--- config.mk ---
export PLATFORM = sky130hd
export DESIGN_NAME = ccd_mul
export DESIGN_NICKNAME = d
export VERILOG_FILES = /design/src/ccd_pkg.sv /design/src/ccd_mul.sv
export SDC_FILE = /design/constraint.sdc
export NUM_CORES = 2
export LEC_CHECK = 0
export BUFFER_PORTS_ARGS = -buffer_cell sky130_fd_sc_hd__buf_2
export CAP_MARGIN = 40
export CELL_PAD_IN_SITES_DETAIL_PLACEMENT = 0
export CELL_PAD_IN_SITES_GLOBAL_PLACEMENT = 1
export CORE_ASPECT_RATIO = 1.5
export CORE_UTILIZATION = 40
export DETAILED_ROUTE_END_ITERATION = 8
export GPL_TIMING_DRIVEN = 0
export PLACE_DENSITY = 0.78
export SYNTH_ARGS = -nofsm -noshare
export SYNTH_HDL_FRONTEND = slang
export SYNTH_SLANG_ARGS = --single-unit
--- constraint.sdc ---
create_clock -name clk -period 20.8 [get_ports clk]
set_input_delay 2.08 -clock clk [delete_from_list [all_inputs] [get_ports clk]]
set_output_delay 2.08 -clock clk [all_outputs]
set_load 0.05 [all_outputs]
--- src/ccd_pkg.sv ---
// shared constants and types of the charge deposition unit
package ccd_pkg;

	localparam int GRID_CELLS_X = 64;
	localparam int GRID_CELLS_Y = 64;
	localparam int NODES_X      = GRID_CELLS_X + 1;
	localparam int NODES_Y      = GRID_CELLS_Y + 1;
	localparam int NODES        = NODES_X * NODES_Y;
	localparam int ADDR_W       = $clog2(NODES);

	localparam int CELL_W = 7;
	localparam int FRAC_W = 16;
	localparam int CW_W   = 32;
	localparam int ACC_W  = 40;

	// shared multiplier operand and product widths
	localparam int MUL_A_W = CW_W + 1;
	localparam int MUL_B_W = FRAC_W + 2;
	localparam int MUL_P_W = MUL_A_W + MUL_B_W;

	localparam logic signed [CW_W-1:0] CW_RESET = 32'sd65536;

	localparam logic signed [ACC_W-1:0] ACC_MAX = {1'b0, {(ACC_W-1){1'b1}}};
	localparam logic signed [ACC_W-1:0] ACC_MIN = {1'b1, {(ACC_W-1){1'b0}}};

	localparam logic MODE_DEPOSIT = 1'b0;
	localparam logic MODE_READ    = 1'b1;

	// one access to the single-port grid memory
	typedef struct packed {
		logic              en;
		logic              we;
		logic [ADDR_W-1:0] addr;
		logic [ACC_W-1:0]  wdata;
	} mem_req_t;

endpackage

--- src/ccd_mul.sv ---
// shared signed multiplier with registered product
module ccd_mul import ccd_pkg::*; (
	input  logic                      clk,
	input  logic                      en,
	input  logic signed [MUL_A_W-1:0] a,
	input  logic signed [MUL_B_W-1:0] b,
	output logic signed [MUL_P_W-1:0] p
);

	logic signed [MUL_P_W-1:0] p_q;

	always_ff @(posedge clk) begin
		if (en) begin
			p_q <= a * b;
		end
	end

	assign p = p_q;

endmodule

==> reports/qor.csv <==
stage,metric,value,unit
run_status,status,"complete, but fails checks",
run_status,violations,design-rule violations,
global_routing,grt_first_pass_wirelength,103000,um
place,dp_slack,11.23,ns
setup_path,critPathArrivalTime,9.28,ns
clocking,cts_setup_buffers,0,
setup_path,cp-endpoint,p[44]$_DFFE_PP_,
floorplan,start_util,40.5,%
logic_synthesis,seq_area_frac_synth,7.03,%
logic_synthesis,synth.largest_area_cell,fa_1,
logic_synthesis,synth_top_area_share,52.3,%
drt,first_iter_violations,622,
logic_synthesis,syn_area,21800,sq um
drt,drt_pass1_iterations,6,
timing,finalHoldViolCount,0,
finish,synthToLayoutAreaGrowth,6.81,%
clocking,cts_tree,done,
clocking,path_clk_slew,0.08,ns
flow_run,drv_cap,0,
clocking,cts_buffers,5,
clocking,htree_levels,2,
logic_synthesis,synth_area_leaders,"fa_1 (52%), inv_1 (11%), ha_1 (7.1%), edfxtp_1 (7.0%), and2_1 (6.6%)",
finish,final_cell_count_no_fill,3118,
clocking,clock-sinks,51,
min_path,min_path_type,input port to register,
timing,setup_ws,11.60,ns
place,numPortBuffers,89,
global_routing,grt_pass1_vias,17860,
floorplan,die_w,193,um
clocking,cts_hold_buf,0,
floorplan,dieArea,55400,sq um
logic_synthesis,synthTopCellsByCount,"inv_1 (618), fa_1 (569), nand2_1 (358)",
floorplan,die_h,288,um
finish,final_core_util,43.3,%
setup_path,setup.worst_path.class,input port to register,
logic_synthesis,synthesis.instances,2328,
drt,vias,15783,
timing,maxSlewHeadroom,41.3,%
logic_synthesis,synth_ff_type,edfxtp_1,
floorplan,coreArea,53700,sq um
setup_path,worstPathRequired,20.89,ns
timing,setup_tns,0,ns
finish,nNetsFinal,3170,
timing,max_freq,0.109,GHz
logic_synthesis,syn_area_per_cell,9.35,sq um
place,dpl.hpwl,57900,um
logic_synthesis,synthesis.nets,3073,
setup_path,critPathLaunch,b[17],
global_routing,grt_max_degree,34,
finish,drive_gt1_share,4.86,%
logic_synthesis,synth_warnings,0,
global_routing,antenna_found_initial,9,
clocking,cts_buffer_depth,2,
logic_synthesis,ys_async_sr_fraction,0,%
finish,largest_reg_flops,51,
drt,drc_errors,28,
setup_path,cp-end-kind,register,
setup_path,crit_fanout,10,
floorplan,fp-row-count,104,
place,place.gp.congestion,0.968,
global_routing,grt_usage,25.5,%
clocking,ctsResizeCount,0,
logic_synthesis,ys_ff_latch,51,
clocking,root_buffer,clkbuf_16,
timing,setup_viol,0,
logic_synthesis,yosysUniqueCellTypes,58,
logic_synthesis,synth.most_common_cell,inv_1,
drt,routed_wl,66000,um
drt,wl_per_cell,21.2,um
global_routing,grt-ovfl-total,0,
timing,drv_slew,0,
timing,tightest_slew,0.880,ns
setup_path,worstSetupStartpointType,input port,
logic_synthesis,synth_edf_count,51,
timing,min_period,9.20,ns
drt,ant_nets,0,
place,place_inst,3107,
floorplan,ios,104,
timing,rsz0062_at_grt,false,
drt,via_per_inst,5.06,
timing,fin_crit_sh,44.2,%
-- layout by cell type (no fill, tap or decap), types with 3 or more instances in the layout --
| master | instances |
|---|---|
| clkbuf_16 | 5 |
| o21a_1 | 9 |
| clkbuf_1 | 101 |
| nor2b_1 | 6 |
| inv_1 | 618 |
| nand3_1 | 6 |
| and3_1 | 3 |
| xor2_1 | 11 |
| nor2_1 | 48 |
| ha_1 | 123 |
| a21oi_2 | 4 |
| edfxtp_1 | 51 |
| nand2_1 | 358 |
| xnor2_1 | 43 |
| and2_1 | 231 |
| a31oi_1 | 4 |
| a21o_1 | 11 |
| o21ai_0 | 23 |
| nand4_1 | 3 |
| o211ai_1 | 5 |
| nor3_1 | 8 |
| a21oi_1 | 40 |
| o21bai_1 | 4 |
| nand2b_1 | 7 |
| diode_2 | 3 |
| or3_1 | 3 |
| fa_1 | 569 |
| buf_2 | 89 |
| a21boi_0 | 3 |
-- routing by layer --
metal,global-route usage (%),routed length (um)
met2,45.7,35100
met4,20.5,6100
met1,26.5,21900
met3,3.40,2840
met5,0,52
-- cells by family (layout without fill, tap and decap cells) --
kind of cell | after synthesis | after routing | synth area share, %
xor+xnor | 54 | 54 | 2.17
buf+inv | 722 | 820 | 12.5
flops | 51 | 51 | 7.03
other cells | 0 | 3 | 0
compound gates | 129 | 129 | 4.08
fa+ha+maj | 692 | 692 | 59.4
simple gates | 680 | 680 | 14.9
-- stage by stage --
stage                     hold slack [ns]  area [sq um]
after floorplan                      2.19         21800
after global placement               2.47         23100
after detailed placement             2.49         23100
after CTS                            2.12         23300
after global routing                 2.15         23300
final                                2.13         23300
-- area by class of cell --
class	instances	area (sq um)
antenna	3	7.51
multi-input combinational	1555	17500
sequential	51	1530
timing repair buffer	90	465
fill	5321	30500
buffer	104	399
tap	689	862
clock buffer	5	125
clock inverter	3	22.5
inverter	618	2320
-- worst max-delay path: stages --
cell      delay [ns]
buf_2           0.14
inv_1           0.07
clkbuf_1        0.56
buf_1           0.54
nor2_1          0.15
fa_1            0.50
fa_1            0.42
fa_1            0.77
fa_1            0.51
fa_1            0.50
inv_1           0.05
fa_1            0.47
inv_1           0.04
ha_1            0.37
nand2_1         0.12
or3_1           0.38
nor3_1          0.25
o311ai_1        0.19
or3b_4          0.35
o21ai_2         0.15
o21bai_2        0.23
a21o_1          0.17
a21oi_2         0.06
xnor2_1         0.15
-- worst min-delay path by stage --
stage	start	end	slack [ns]	cells after the start
2_1_floorplan	en	p[0]$_DFFE_PP_	2.19	0
3_5_place_dp	b[0]	p[0]$_DFFE_PP_	2.49	2
3_3_place_gp	b[0]	p[0]$_DFFE_PP_	2.47	2
4_1_cts	b[0]	p[0]$_DFFE_PP_	2.12	2
6_report	b[0]	p[0]$_DFFE_PP_	2.13	2
5_1_grt	b[0]	p[0]$_DFFE_PP_	2.15	2
Power is not shown: default switching activity piles up to over one toggle a cycle in this logic, so the estimate is an artifact.
